--- src/rtl/srdt_pkg.sv ---
// shared types and constants of the sensor reading to display text block
`timescale 1ns / 1ps
`default_nettype none

package srdt_pkg;

    // text run layout
    localparam int unsigned TXT_MAX  = 12;
    localparam int unsigned HUM_LEN  = 4;
    localparam int unsigned TAIL_LEN = 4;
    localparam int unsigned LEN_W    = $clog2(TXT_MAX + 1);
    localparam int unsigned IDX_W    = $clog2(TXT_MAX);
    localparam int unsigned Q_DEPTH  = 4;

    // display bytes
    localparam logic [7:0] CH_CMD   = 8'h40;
    localparam logic [7:0] CH_MINUS = 8'h2D;
    localparam logic [7:0] CH_COMMA = 8'h2C;
    localparam logic [7:0] CH_END   = 8'h00;
    localparam logic [7:0] CH_BLANK = 8'hA0;
    localparam logic [3:0] CH_DIGIT = 4'h3;

    // scaling
    localparam logic [5:0]  HUM_MASK    = 6'b111111;
    localparam logic [6:0]  HUM_SCALE   = 7'd100;
    localparam logic [14:0] TEMP_SPAN   = 15'd16500;
    localparam logic [13:0] FULL_SCALE  = 14'd16382;
    localparam logic [13:0] TEMP_OFFSET = 14'd4000;
    localparam logic [13:0] ROUND_HALF  = 14'd5;
    localparam logic [3:0]  TEN         = 4'd10;
    localparam logic [6:0]  HUNDRED     = 7'd100;

    // reciprocals: floor(2^30/16382), ceil(2^19/10), ceil(2^11/10)
    localparam logic [16:0] RECIP_FS  = 17'd65544;
    localparam logic [16:0] RECIP_10  = 17'd52429;
    localparam logic [7:0]  RECIP_10N = 8'd205;

    typedef logic [TXT_MAX-1:0][7:0] t_text;

    typedef struct packed {
        t_text            text;
        logic [LEN_W-1:0] len;
    } t_entry;

    typedef struct packed {
        logic   valid;
        t_entry entry;
    } t_push;

    typedef struct packed {
        logic   valid;
        logic   full;
        t_entry entry;
    } t_head;

    function automatic logic [7:0] digit_char(input logic [3:0] d);
        digit_char = {CH_DIGIT, d};
    endfunction

endpackage

`default_nettype wire

--- src/rtl/srdt_in_if.sv ---
// handshake channel carrying one four-byte sensor reading
`timescale 1ns / 1ps
`default_nettype none

interface srdt_in_if;
    logic       valid;
    logic       ready;
    logic [7:0] hum_raw_high;
    logic [7:0] hum_raw_low;
    logic [7:0] temp_raw_high;
    logic [7:0] temp_raw_low;

    modport source (
        output valid, hum_raw_high, hum_raw_low, temp_raw_high, temp_raw_low,
        input  ready
    );
    modport sink (
        input  valid, hum_raw_high, hum_raw_low, temp_raw_high, temp_raw_low,
        output ready
    );
endinterface

`default_nettype wire

--- src/rtl/srdt_out_if.sv ---
// handshake channel carrying one display text byte
`timescale 1ns / 1ps
`default_nettype none

interface srdt_out_if;
    logic       valid;
    logic       ready;
    logic [7:0] text_byte;
    logic       line_select;
    logic       last_byte;

    modport source (
        output valid, text_byte, line_select, last_byte,
        input  ready
    );
    modport sink (
        input  valid, text_byte, line_select, last_byte,
        output ready
    );
endinterface

`default_nettype wire

--- src/rtl/srdt_front.sv ---
// front end: takes readings, scales them and builds the text run
`timescale 1ns / 1ps
`default_nettype none

module srdt_front #(
    parameter int unsigned DEPTH = srdt_pkg::Q_DEPTH
) (
    input  wire logic          i_clk,
    input  wire logic          i_rst_n,
    srdt_in_if.sink            i_rd,
    input  wire logic          i_pop,
    output srdt_pkg::t_push    o_push
);
    import srdt_pkg::*;

    localparam int unsigned CW = $clog2(DEPTH + 1);

    // items in flight: pipeline plus queue
    logic [CW-1:0] r_cnt;
    logic [CW-1:0] n_cnt;
    logic          w_acc;
    logic [6:0]    r_v;

    assign i_rd.ready = (r_cnt < CW'(DEPTH));
    assign w_acc      = i_rd.valid && i_rd.ready;

    always_comb begin
        n_cnt = r_cnt;
        if (w_acc && !i_pop) begin
            n_cnt = r_cnt + CW'(1);
        end else if (!w_acc && i_pop) begin
            n_cnt = r_cnt - CW'(1);
        end
    end

    always_ff @(posedge i_clk) begin
        if (!i_rst_n) begin
            r_cnt <= '0;
            r_v   <= '0;
        end else begin
            r_cnt <= n_cnt;
            r_v   <= {r_v[5:0], w_acc};
        end
    end

    // stage 1: raw times scale
    logic [13:0] w_hraw;
    logic [15:0] w_traw;
    logic [20:0] r1_hx;
    logic [28:0] r1_tx;

    assign w_hraw = {i_rd.hum_raw_high[5:0] & HUM_MASK, i_rd.hum_raw_low};
    assign w_traw = {i_rd.temp_raw_high, i_rd.temp_raw_low};

    always_ff @(posedge i_clk) begin
        r1_hx <= 21'(w_hraw) * 21'(HUM_SCALE);
        r1_tx <= 29'(w_traw[15:2]) * 29'(TEMP_SPAN);
    end

    // stage 2: quotient estimate by reciprocal
    logic [37:0] w_hp;
    logic [45:0] w_tp;
    logic [20:0] r2_hx;
    logic [28:0] r2_tx;
    logic [6:0]  r2_hq0;
    logic [14:0] r2_tq0;

    assign w_hp = 38'(r1_hx) * 38'(RECIP_FS);
    assign w_tp = 46'(r1_tx) * 46'(RECIP_FS);

    always_ff @(posedge i_clk) begin
        r2_hx  <= r1_hx;
        r2_tx  <= r1_tx;
        r2_hq0 <= w_hp[36:30];
        r2_tq0 <= w_tp[44:30];
    end

    // stage 3: remainder check, estimate is low by at most one
    logic [20:0] w_hr;
    logic [28:0] w_tr;
    logic [6:0]  r3_hq;
    logic [14:0] r3_tq;

    assign w_hr = r2_hx - 21'(r2_hq0) * 21'(FULL_SCALE);
    assign w_tr = r2_tx - 29'(r2_tq0) * 29'(FULL_SCALE);

    always_ff @(posedge i_clk) begin
        r3_hq <= r2_hq0 + {6'd0, (w_hr >= 21'(FULL_SCALE))};
        r3_tq <= r2_tq0 + {14'd0, (w_tr >= 29'(FULL_SCALE))};
    end

    // stage 4: offset, sign, magnitude plus rounding half; humidity tens
    logic        w_neg;
    logic [13:0] w_mag;
    logic [14:0] w_ht;
    logic [6:0]  r4_hq;
    logic [3:0]  r4_htens;
    logic        r4_neg;
    logic [13:0] r4_y;

    assign w_neg = (r3_tq < 15'(TEMP_OFFSET));
    assign w_mag = w_neg ? 14'(15'(TEMP_OFFSET) - r3_tq) : 14'(r3_tq - 15'(TEMP_OFFSET));
    assign w_ht  = 15'(r3_hq) * 15'(RECIP_10N);

    always_ff @(posedge i_clk) begin
        r4_hq    <= r3_hq;
        r4_htens <= w_ht[14:11];
        r4_neg   <= w_neg;
        r4_y     <= w_mag + ROUND_HALF;
    end

    // stage 5: tenths; humidity characters
    logic [30:0]     w_tn;
    logic [6:0]      w_hrem;
    logic [2:0][7:0] w_hum;
    logic [2:0][7:0] r5_hum;
    logic            r5_neg;
    logic [10:0]     r5_tenths;

    assign w_tn   = 31'(r4_y) * 31'(RECIP_10);
    assign w_hrem = r4_hq - 7'(r4_htens) * 7'(TEN);

    always_comb begin
        if (r4_hq >= HUNDRED) begin
            w_hum = {digit_char(4'd1), digit_char(4'd0), digit_char(4'd0)};
        end else if (r4_hq >= 7'(TEN)) begin
            w_hum = {CH_BLANK, digit_char(r4_htens), digit_char(w_hrem[3:0])};
        end else begin
            w_hum = {CH_BLANK, CH_BLANK, digit_char(w_hrem[3:0])};
        end
    end

    always_ff @(posedge i_clk) begin
        r5_hum    <= w_hum;
        r5_neg    <= r4_neg;
        r5_tenths <= w_tn[29:19];
    end

    // stage 6: integer part
    logic [27:0]     w_ip;
    logic [2:0][7:0] r6_hum;
    logic            r6_neg;
    logic [10:0]     r6_tenths;
    logic [6:0]      r6_ipart;

    assign w_ip = 28'(r5_tenths) * 28'(RECIP_10);

    always_ff @(posedge i_clk) begin
        r6_hum    <= r5_hum;
        r6_neg    <= r5_neg;
        r6_tenths <= r5_tenths;
        r6_ipart  <= w_ip[25:19];
    end

    // stage 7: tenths digit and integer part over ten
    logic [10:0]     w_frac;
    logic [14:0]     w_d1;
    logic [2:0][7:0] r7_hum;
    logic            r7_neg;
    logic [6:0]      r7_ipart;
    logic [3:0]      r7_frac;
    logic [3:0]      r7_d1;

    assign w_frac = r6_tenths - 11'(r6_ipart) * 11'(TEN);
    assign w_d1   = 15'(r6_ipart) * 15'(RECIP_10N);

    always_ff @(posedge i_clk) begin
        r7_hum   <= r6_hum;
        r7_neg   <= r6_neg;
        r7_ipart <= r6_ipart;
        r7_frac  <= w_frac[3:0];
        r7_d1    <= w_d1[14:11];
    end

    // build the run: integer part is at most 125, so hundreds is one
    logic [6:0]       w_ones;
    logic             w_nh;
    logic             w_nt;
    logic [3:0]       w_tens;
    logic [IDX_W-1:0] w_p;
    t_text            w_text;

    assign w_ones = r7_ipart - 7'(r7_d1) * 7'(TEN);
    assign w_nh   = (r7_d1 >= TEN);
    assign w_nt   = (r7_d1 != 4'd0);
    assign w_tens = w_nh ? (r7_d1 - TEN) : r7_d1;

    always_comb begin
        w_text    = '{default: CH_END};
        w_text[0] = CH_CMD;
        w_text[1] = r7_hum[2];
        w_text[2] = r7_hum[1];
        w_text[3] = r7_hum[0];
        w_text[IDX_W'(HUM_LEN)] = CH_CMD;
        w_p = IDX_W'(HUM_LEN + 1);
        if (r7_neg) begin
            w_text[w_p] = CH_MINUS;
            w_p = w_p + IDX_W'(1);
        end
        if (w_nh) begin
            w_text[w_p] = digit_char(4'd1);
            w_p = w_p + IDX_W'(1);
        end
        if (w_nt) begin
            w_text[w_p] = digit_char(w_tens);
            w_p = w_p + IDX_W'(1);
        end
        w_text[w_p] = digit_char(w_ones[3:0]);
        w_text[w_p + IDX_W'(1)] = CH_COMMA;
        w_text[w_p + IDX_W'(2)] = digit_char(r7_frac);
        w_text[w_p + IDX_W'(3)] = CH_END;
    end

    assign o_push.valid      = r_v[6];
    assign o_push.entry.text = w_text;
    assign o_push.entry.len  = LEN_W'(w_p) + LEN_W'(TAIL_LEN);

endmodule

`default_nettype wire

--- src/rtl/srdt_queue.sv ---
// short queue of finished text runs between front and back
`timescale 1ns / 1ps
`default_nettype none

module srdt_queue #(
    parameter int unsigned DEPTH = srdt_pkg::Q_DEPTH
) (
    input  wire logic            i_clk,
    input  wire logic            i_rst_n,
    input  wire srdt_pkg::t_push i_push,
    input  wire logic            i_pop,
    output srdt_pkg::t_head      o_head
);
    import srdt_pkg::*;

    localparam int unsigned AW = (DEPTH > 1) ? $clog2(DEPTH) : 1;
    localparam int unsigned CW = $clog2(DEPTH + 1);

    t_entry        r_mem [DEPTH];
    logic [AW-1:0] r_wp;
    logic [AW-1:0] r_rp;
    logic [CW-1:0] r_cnt;
    logic [CW-1:0] n_cnt;

    function automatic logic [AW-1:0] wrap_inc(input logic [AW-1:0] p);
        wrap_inc = (p == AW'(DEPTH - 1)) ? '0 : p + AW'(1);
    endfunction

    always_comb begin
        n_cnt = r_cnt;
        if (i_push.valid && !i_pop) begin
            n_cnt = r_cnt + CW'(1);
        end else if (!i_push.valid && i_pop) begin
            n_cnt = r_cnt - CW'(1);
        end
    end

    always_ff @(posedge i_clk) begin
        if (!i_rst_n) begin
            r_wp  <= '0;
            r_rp  <= '0;
            r_cnt <= '0;
        end else begin
            r_cnt <= n_cnt;
            if (i_push.valid) begin
                r_wp <= wrap_inc(r_wp);
            end
            if (i_pop) begin
                r_rp <= wrap_inc(r_rp);
            end
        end
    end

    always_ff @(posedge i_clk) begin
        if (i_push.valid) begin
            r_mem[r_wp] <= i_push.entry;
        end
    end

    assign o_head.valid = (r_cnt != '0);
    assign o_head.full  = (r_cnt == CW'(DEPTH));
    assign o_head.entry = r_mem[r_rp];

endmodule

`default_nettype wire

--- src/rtl/srdt_back.sv ---
// back end: sends the head run out one byte per cycle while o_txt.ready is high
`timescale 1ns / 1ps
`default_nettype none

module srdt_back (
    input  wire logic            i_clk,
    input  wire logic            i_rst_n,
    input  wire srdt_pkg::t_head i_head,
    output logic                 o_pop,
    srdt_out_if.source           o_txt
);
    import srdt_pkg::*;

    logic [IDX_W-1:0] r_idx;
    logic             r_ov;
    logic [7:0]       r_byte;
    logic             r_line;
    logic             r_last;
    logic             w_load;
    logic             w_last;

    assign w_load = i_head.valid && (!r_ov || o_txt.ready);
    assign w_last = (r_idx == IDX_W'(i_head.entry.len - LEN_W'(1)));
    assign o_pop  = w_load && w_last;

    always_ff @(posedge i_clk) begin
        if (!i_rst_n) begin
            r_idx <= '0;
            r_ov  <= 1'b0;
        end else begin
            if (w_load) begin
                r_ov  <= 1'b1;
                r_idx <= w_last ? '0 : r_idx + IDX_W'(1);
            end else if (o_txt.ready) begin
                r_ov <= 1'b0;
            end
        end
    end

    always_ff @(posedge i_clk) begin
        if (w_load) begin
            r_byte <= i_head.entry.text[r_idx];
            r_line <= (r_idx >= IDX_W'(HUM_LEN));
            r_last <= w_last;
        end
    end

    assign o_txt.valid       = r_ov;
    assign o_txt.text_byte   = r_byte;
    assign o_txt.line_select = r_line;
    assign o_txt.last_byte   = r_last;

endmodule

`default_nettype wire

--- src/rtl/sensor_reading_to_display_text.sv ---
// top level: sensor reading in, humidity and temperature display text out
//
// i_rd carries one four-byte reading from a humidity/temperature sensor;
// o_txt carries the display bytes it turns into, first the humidity line
// (command byte plus three characters, line_select low), then the
// temperature line (command byte, optional minus, one to three digits,
// comma, tenths digit, terminating zero, line_select high). last_byte marks
// the final byte of each reading's run.
// the first byte of a reading passes the scaling pipeline, the queue and
// the output register; its 9 to 11 bytes follow one per cycle while
// o_txt.ready is high; the byte serializer sets the rate of readings.
// the front end is a 7-stage scaling pipeline and takes a new reading every
// cycle as long as fewer than DEPTH readings are in flight or queued.
// a receiver stall holds the output register; once DEPTH readings are in
// flight or queued, i_rd.ready drops. no byte is lost or repeated.
// reset (synchronous, active low) empties the pipeline, queue and output.
`timescale 1ns / 1ps
`default_nettype none

module sensor_reading_to_display_text #(
    parameter int unsigned DEPTH = srdt_pkg::Q_DEPTH
) (
    input  wire logic   i_clk,
    input  wire logic   i_rst_n,
    srdt_in_if.sink     i_rd,
    srdt_out_if.source  o_txt
);
    import srdt_pkg::*;

    t_push w_push;
    t_head w_head;
    logic  w_pop;

    // scaling, digit split and run assembly
    srdt_front #(
        .DEPTH (DEPTH)
    ) u_front (
        .i_clk   (i_clk),
        .i_rst_n (i_rst_n),
        .i_rd    (i_rd),
        .i_pop   (w_pop),
        .o_push  (w_push)
    );

    // finished runs wait here while the receiver stalls
    srdt_queue #(
        .DEPTH (DEPTH)
    ) u_queue (
        .i_clk   (i_clk),
        .i_rst_n (i_rst_n),
        .i_push  (w_push),
        .i_pop   (w_pop),
        .o_head  (w_head)
    );

    // byte serializer with output register
    srdt_back u_back (
        .i_clk   (i_clk),
        .i_rst_n (i_rst_n),
        .i_head  (w_head),
        .o_pop   (w_pop),
        .o_txt   (o_txt)
    );

    // the in-flight limit must keep the queue from overflowing
    a_no_overflow: assert property (@(posedge i_clk) disable iff (!i_rst_n)
        w_push.valid && !w_pop |-> !w_head.full)
        else $error("text queue written while full");

    // the run always ends on the temperature line
    a_last_on_temp: assert property (@(posedge i_clk) disable iff (!i_rst_n)
        o_txt.valid && o_txt.last_byte |-> o_txt.line_select)
        else $error("last byte outside the temperature line");

    // a run is only taken from the queue when it was there
    a_pop_has_head: assert property (@(posedge i_clk) disable iff (!i_rst_n)
        w_pop |-> w_head.valid)
        else $error("queue popped while empty");

    // nothing comes out in the cycle after reset
    a_reset_quiet: assert property (@(posedge i_clk)
        !i_rst_n |=> !o_txt.valid)
        else $error("output valid right after reset");

endmodule

`default_nettype wire

--- src/flat_wrapper.sv ---
// flat-port wrapper written by rule: the top's interface ports become plain ports
module sensor_reading_to_display_text_flat import srdt_pkg::*;
#(
    parameter int unsigned DEPTH = srdt_pkg::Q_DEPTH
)
  (i_clk, i_rst_n, i_rd_valid, i_rd_hum_raw_high, i_rd_hum_raw_low, i_rd_temp_raw_high, i_rd_temp_raw_low, i_rd_ready, o_txt_valid, o_txt_text_byte, o_txt_line_select, o_txt_last_byte, o_txt_ready);
  srdt_in_if i_rd_i ();
  srdt_out_if o_txt_i ();
  input  wire logic i_clk;
  input  wire logic i_rst_n;
  input wire logic [$bits(i_rd_i.valid)-1:0] i_rd_valid;
  input wire logic [$bits(i_rd_i.hum_raw_high)-1:0] i_rd_hum_raw_high;
  input wire logic [$bits(i_rd_i.hum_raw_low)-1:0] i_rd_hum_raw_low;
  input wire logic [$bits(i_rd_i.temp_raw_high)-1:0] i_rd_temp_raw_high;
  input wire logic [$bits(i_rd_i.temp_raw_low)-1:0] i_rd_temp_raw_low;
  output wire logic [$bits(i_rd_i.ready)-1:0] i_rd_ready;
  output wire logic [$bits(o_txt_i.valid)-1:0] o_txt_valid;
  output wire logic [$bits(o_txt_i.text_byte)-1:0] o_txt_text_byte;
  output wire logic [$bits(o_txt_i.line_select)-1:0] o_txt_line_select;
  output wire logic [$bits(o_txt_i.last_byte)-1:0] o_txt_last_byte;
  input wire logic [$bits(o_txt_i.ready)-1:0] o_txt_ready;
  assign i_rd_i.valid = i_rd_valid;
  assign i_rd_i.hum_raw_high = i_rd_hum_raw_high;
  assign i_rd_i.hum_raw_low = i_rd_hum_raw_low;
  assign i_rd_i.temp_raw_high = i_rd_temp_raw_high;
  assign i_rd_i.temp_raw_low = i_rd_temp_raw_low;
  assign i_rd_ready = i_rd_i.ready;
  assign o_txt_valid = o_txt_i.valid;
  assign o_txt_text_byte = o_txt_i.text_byte;
  assign o_txt_line_select = o_txt_i.line_select;
  assign o_txt_last_byte = o_txt_i.last_byte;
  assign o_txt_i.ready = o_txt_ready;
  sensor_reading_to_display_text #(.DEPTH(DEPTH)) u_core (.i_clk(i_clk), .i_rst_n(i_rst_n), .i_rd(i_rd_i), .o_txt(o_txt_i));
endmodule
--- config.mk ---
export PLATFORM = sky130hd
export DESIGN_NAME = sensor_reading_to_display_text_flat
export DESIGN_NICKNAME = d
export VERILOG_FILES = /design/src/rtl/srdt_pkg.sv /design/src/rtl/srdt_in_if.sv /design/src/rtl/srdt_out_if.sv /design/src/rtl/srdt_front.sv /design/src/rtl/srdt_queue.sv /design/src/rtl/srdt_back.sv /design/src/rtl/sensor_reading_to_display_text.sv /design/src/flat_wrapper.sv
export SDC_FILE = /design/constraint.sdc
export NUM_CORES = 2
export LEC_CHECK = 0
export ABC_AREA = 1
export BUFFER_PORTS_ARGS = -buffer_cell sky130_fd_sc_hd__buf_2
export CAP_MARGIN = 40
export CORE_UTILIZATION = 59
export CTS_BUF_LIST = sky130_fd_sc_hd__clkbuf_8
export CTS_CLUSTER_DIAMETER = 120
export DETAILED_ROUTE_END_ITERATION = 6
export PLACE_DENSITY = 0.84
export SYNTH_ARGS = -nofsm -noshare
export SYNTH_HDL_FRONTEND = slang
export SYNTH_SLANG_ARGS = --single-unit
--- constraint.sdc ---
create_clock -name i_clk -period 8.22 [get_ports i_clk]
set_input_delay 0.411 -clock i_clk [delete_from_list [all_inputs] [get_ports i_clk]]
set_output_delay 0.411 -clock i_clk [all_outputs]
set_load 0.05 [all_outputs]
## Word level (Yosys, flattened, before mapping)

Memories as Yosys holds them, arrays and structs flattened. A register that Yosys moved wholly into a read port is not among the register bits.
Cells that the tools add are included.
W data, S select, Z words.

- RAM bits: 400
- Bits in read-only memories: 0
- Memories kept: 1
- Word-level logic and storage cells: 176
- Bits in latches: 0
- Input port bits: 36
- Flip-flop bits (word level): 303
- Output and inout port bits: 12

- Multipliers: 13
- Reduce and logical (&&, ||, !) cells: 24
- Bitwise gates (word level): 9
- Multiplexer cells: 39
- Shift-type cells: 0
- $add $sub $neg: 25
- Div/mod/pow operators: 0
- Equality and inequality tests: 3
- Order comparisons: 21

Memories:

| name | words | bits a word | read ports | clocked after Yosys merged registers in | write ports | RTL line | source |
|---|---|---|---|---|---|---|---|
| u_core.u_queue.r_mem | 4 | 100 | 1 | 1 | 1 | srdt_queue.sv:19 | `t_entry r_mem [DEPTH];` |

Operator list:

| operator | count |
|---|---|
| $bwmux W96 | 3 |
| $demux W8 S4 | 6 |
| $mux W96 | 2 |
| $not A60 Y60 | 2 |
| $and A96 B96 Y96 | 1 |
| $not A96 Y96 | 1 |
| $and A28 B60 Y60 | 1 |
| $and A60 B60 Y60 | 1 |
| $mux W8 | 7 |
| $mul A27 B14 Y40 const B | 1 |
| $or A18 B36 Y36 | 1 |
| $or A36 B36 Y36 | 1 |
| $lt A4 B5 Y1 const B | 7 |
| $bmux W8 S4 | 1 |
| $mul A19 B14 Y32 const B | 1 |
| $mul A14 B16 Y30 const B | 1 |
| $mul A7 B8 Y15 const B | 2 |
| $ge A29 B14 Y1 const B | 1 |
| $sub A29 B29 Y29 | 1 |
| $mul A15 B13 Y28 const B | 1 |
| $mul A14 B13 Y27 const B | 1 |
| $mul A11 B16 Y26 const B | 1 |
| $ge A4 B1 Y1 const B | 6 |
| $ge A21 B14 Y1 const B | 1 |
| 42 further kinds | 83 |

## Longest topological paths before layout

- Word-level depth: 14
- Mapped depth: 41
- Depth with buffers taken out: 41

## Hierarchy

Synthesis repeated with hierarchy kept, for this count alone.

- Cells, all modules: 4960
- Area, all modules: 46698.5 um^2

By module, submodules not included:

| module | seq. area each (um^2) | instances | area an instance (um^2) | cells an instance |
|---|---|---|---|---|
| srdt_front | 4904.7 | 1 | 29702.2 | 3660 |
| srdt_queue | 12191.7 | 1 | 15413.5 | 1027 |
| srdt_back | 400.4 | 1 | 1582.8 | 273 |

## Worst setup path before layout

Ideal clock, no wire load.

- Path kind: register to register
- Start point: register u_core.u_front.r2_tq0[12]
- End point: register u_core.u_front.r3_tq[14]
- Data arrival time: 6.823 ns
- Setup time: 0.119 ns
- Buffers on the path: 0
- Stages on the path, launching flop included: 40
- Required time: 8.101 ns
- Clock period less this slack: 6.942 ns
- Setup slack: 1.278 ns
- Path through: dfxtp_1 -> inv_1 -> fa_1 -> fa_1 -> fa_1 -> inv_1 -> fa_1 -> inv_1 -> fa_1 -> inv_1 -> ha_1 -> nand2_1 -> nor2_1 -> inv_1 -> o21ai_0 -> a21oi_1 -> o21ai_0 -> a21oi_1 -> [... 4 more ...] -> a21oi_1 -> nor2_1 -> nor3_1 -> nand2_1 -> nor2_1 -> inv_1 -> nand2_1 -> nand2_1 -> nand2_1 -> nor2_1 -> nand3_1 -> ha_1 -> nand3_1 -> nor2_1 -> nand2_1 -> nor2_1 -> nand2_1 -> xor2_1

- Word-level cells in the longest chain between the ends: 4

Ends and longest elaborated chain:

| what | RTL line | source |
|---|---|---|
| start, declared | srdt_front.sv:66 | `logic [14:0] r2_tq0;` |
| start signal, assigned | srdt_front.sv:75 | `r2_tq0 <= w_tp[44:30];` |
| $mul A15 B13 Y28 | srdt_front.sv:85 | `assign w_tr = r2_tx - 29'(r2_tq0) * 29'(FULL_SCALE);` |
| $sub A29 B29 Y29 | srdt_front.sv:85 |  |
| $ge A29 B14 Y1 | srdt_front.sv:89 | `r3_tq <= r2_tq0 + {14'd0, (w_tr >= 29'(FULL_SCALE))};` |
| $add A15 B1 Y15 (*) | srdt_front.sv:89 |  |
| end signal, assigned | srdt_front.sv:89 |  |
| end, declared | srdt_front.sv:82 | `logic [14:0] r3_tq;` |

Every way passes the cells marked *; elsewhere a longest branch is shown, timed or not.
A chain may end at the register's enable or synchronous reset.

## Final worst setup path

- Start point: register u_core.u_front.r2_tq0[1]
- End point: register u_core.u_front.r3_tq[14]

Same word-level chain as after synthesis.

==> impl_summary.md <==
Run status
The flow ran to the end, and the final reports show no timing, DRC or antenna violations.

Routing
The routed wire length is 93.19 mm. The routed layout has 31450 vias. The average via count per standard cell is 5.547. The first TritonRoute pass finished after 5 iterations.

The count of nets left with antenna violations once routing finished came out at 0. The residual DRC count is 0. After detailed routing, the average wire length per cell comes to 16.44 um. The first routing iteration left 2221 violations.

Synthesis
The synthesized design contains 589 register bits. The count of flip-flops with a built-in enable after synthesis is 330. By area the synthesized netlist is led by sky130_fd_sc_hd__edfxtp_1, sky130_fd_sc_hd__ha_1, sky130_fd_sc_hd__fa_1. Synthesis produced 4543 cells. The commonest cells after synthesis are sky130_fd_sc_hd__inv_1, sky130_fd_sc_hd__nand2_1, sky130_fd_sc_hd__ha_1.

The total number of yosys warnings is 0. The area share of the largest cell type after synthesis is 0.2337. The count of unique library cells instantiated by Yosys is 63. Summed over all instances, the cell type with the most area after synthesis is sky130_fd_sc_hd__edfxtp_1. The most frequent cell after synthesis is sky130_fd_sc_hd__inv_1. The average instance in the mapped netlist occupies 9.334 sq um.

The post-synthesis async set-or-reset flop share is 0. The mapped cell area is 42410 sq um. Of the synthesized area, sequential elements account for 0.3560. The predominant post-synthesis flop cell is sky130_fd_sc_hd__edfxtp_1.

Floorplan
The initial utilization of the core area, before any placement, comes to 0.6014. The die covers 72950 sq um. The count of standard-cell rows is 97. 48 I/O pins were placed. Measured along the x axis, the die boundary spans 270.1 um. The core area is 70510 sq um. Measured along the y axis, the die boundary spans 270.1 um.

Placement
Detailed placement finished with a half-perimeter wire length of 70.51 mm. The final weighted congestion in routability-driven placement is 0.9722. In this run, placement finished with an instance count of 5488. Input and output buffers added on the ports amount to 43.

STA
The slew of the pin with the lowest slew margin is 920.5 ps. The clock skew is 38.79 ps. The max-slew headroom at the worst pin is 0.3863. The max-slew violation count came to 0. The number of hold violations in the final report is 0. The worst path needs 7743 ps of the cycle, external delays included. Setup repair after global routing left no endpoint under its margin. The period utilization is 0.9420. The setup violation total in the final timing report is 0.

Adding up every negative setup slack in the final design gives 0 ps. Based on the critical path, the design can be clocked at up to 0.1291 GHz.

Clocking
The deepest level of the CTS H-tree is 3. After clock tree synthesis, the clock-pin slew on the worst setup and hold paths is 70 ps. The maximum number of buffers from clock root to sink is 3. The tree is rooted in a sky130_fd_sc_hd__clkbuf_8.

The clock sink total is 589. The later-pin clock latency in the skew report is 710 ps. The total CTS buffers is 94. After clock tree synthesis, the setup repair step added 0 buffers. The TritonCTS clock tree is done.

GRT
Across every metal layer, demand over resource in global routing totals 0.2615. The number of antenna violations at the first check in global routing is 0. For met3 alone, demand over resource in global routing was 0.04330. For met1 alone, demand over resource in global routing was 0.3168. The fraction of met2 tracks used by global routing is 0.4558. The wire length of the first global-routing pass is 155.3 mm. The pin count of the biggest net entering global routing is 81.

The via count of the first global-routing pass is 32080. The layer with the highest usage is met2. The aggregate global routing overflow is 0.

Layout
Measured on the finished design, the core utilization comes to 0.6514. For this run, the post-layout net count is 5544. In the final layout, the share of cells above drive strength 1 is 0.06089.

The number of antenna cells inserted is 0. The final non-filler cell total is 5670. The signed area change from the synthesized netlist to the final layout is 8.321%.

Setup path
The launching element type of the critical path is a register. The critical path in this run is classified as register to register. The largest stage delay on the critical path is 540 ps.

On the critical path, the stage with the largest delay is an instance of sky130_fd_sc_hd__fa_1. The family of cells with the greatest summed delay on the critical path is adder cells. The cell repeated most along the worst path is sky130_fd_sc_hd__nand2_1. The critical path capture point type is a register. STA puts the critical path data required time at 8790 ps. Together, buffers and inverters on the worst path number 4. Along the worst path, the maximum fanout reaches 11. Data on the critical path arrives at its endpoint at 8310 ps.

Worst hold path
In this run the worst hold path is classified as input port to register.

Job
The number of max-cap violations is 0.
## sequential cells by signal, summed over array words and instances (netlist names), 7 cells and up, named ones only
| name | flops |
|---|---|
| u_core.u_queue.r_mem | 320 |
| u_core.u_front.r1_tx | 27 |
| u_core.u_front.r2_tx | 27 |
| u_core.u_front.r1_hx | 19 |
| u_core.u_front.r2_hx | 19 |
| u_core.u_front.r2_tq0 | 15 |
| u_core.u_front.r3_tq | 15 |
| u_core.u_front.r4_y | 14 |
| u_core.u_front.r5_hum | 12 |
| u_core.u_front.r6_hum | 12 |
| u_core.u_front.r7_hum | 12 |
| u_core.u_front.r5_tenths | 11 |
| u_core.u_back.o_txt.text_byte | 8 |
| u_core.u_front.r2_hq0 | 7 |
| u_core.u_front.r3_hq | 7 |
| u_core.u_front.r4_hq | 7 |
| u_core.u_front.r6_ipart | 7 |
| u_core.u_front.r_v | 7 |
## routing by layer
metal  vias up  wire length (um)
met5         -                 0
met4         0              3729
met3       244              6098
met2      1064             45810
met1     14950             37560
li1      15190                 -
## final timing paths
check,startpoint,to,slack (ps),depth (start not counted)
hold / removal,i_rd_temp_raw_high[7],u_core.u_front.r1_tx[27]$_DFF_P_,70,3
hold reg to reg,u_core.u_front.r5_hum[9]$_SDFF_PP0_,u_core.u_front.r6_hum[9]$_DFF_P_,310,0
setup / recovery,u_core.u_front.r2_tq0[1]$_DFF_P_,u_core.u_front.r3_tq[14]$_DFF_P_,480,37
setup reg to reg,u_core.u_front.r2_tq0[1]$_DFF_P_,u_core.u_front.r3_tq[14]$_DFF_P_,480,37
## final cells by class
cell class / count / area [sq um]
Fill cell: 5383 / 24580
Multi-Input combinational cell: 3052 / 23930
Sequential cell: 589 / 15110
Inverter: 843 / 3172
Clock buffer: 103 / 1418
Tap cell: 940 / 1176
Clock inverter: 70 / 585.6
Timing Repair Buffer: 73 / 543.0
## cell usage in the layout, fill, tap and decap left out, drive strengths merged, types with 12 or more instances in the layout
cell type and n:
a21o 15, a21oi 256, buf 64, clkbuf 103, clkinv 31, dfxtp 259, edfxtp 330, fa 274
ha 581, inv 868, nand2 612, nand3 133, nand4 31, nor2 393, nor3 38, nor4 12
o21a 13, o21ai 313, o22ai 83, or2 15, xnor2 47, xor2 138
## worst reg2reg max path: cells and delay by family (launching register included)
family	cells	cell delay [ps]
adder cells (fa/ha/maj)	8	3230
buffers and inverters	4	340
AND/OR/NAND/NOR	19	2520
XOR/XNOR	2	310
flip-flops	1	350
AO/OA/AOI/OAI	4	860
## stage by stage
| step | setup WS [ps] | hold slack [ps] | instance area, sq um |
|---|---|---|---|
| after floorplan | 1278 | 309.6 | 42420 |
| after global placement | 449.4 | 309.6 | 43690 |
| after detailed placement | 307.8 | 312.1 | 43800 |
| after CTS | 245.0 | 27.42 | 45890 |
| after global routing | 30.15 | 80.30 | 45930 |
| final | 476.7 | 67.11 | 45930 |
## kinds of logic (layout without fill, tap and decap cells)
group,after synthesis,in the layout,share of synthesized area
AO/OA/AOI/OAI,756,756,0.09908
XOR/XNOR,185,185,0.03901
adder cells (fa/ha/maj),855,855,0.3008
buffers and inverters,905,1089,0.08070
flip-flops,589,589,0.3560
multiplexers,1,1,0.0002361
other,1,4,0.00008843
AND/OR/NAND/NOR,1251,1251,0.1242
## what timing repair did
item                       4_1_cts  5_1_grt
hold endpoints to repair         9        0
gates resized for setup          0       21
hold buffers                     9        0
setup endpoints to repair        0        4
Power is not shown: default switching activity piles up to over one toggle a cycle in this logic, so the estimate is an artifact.
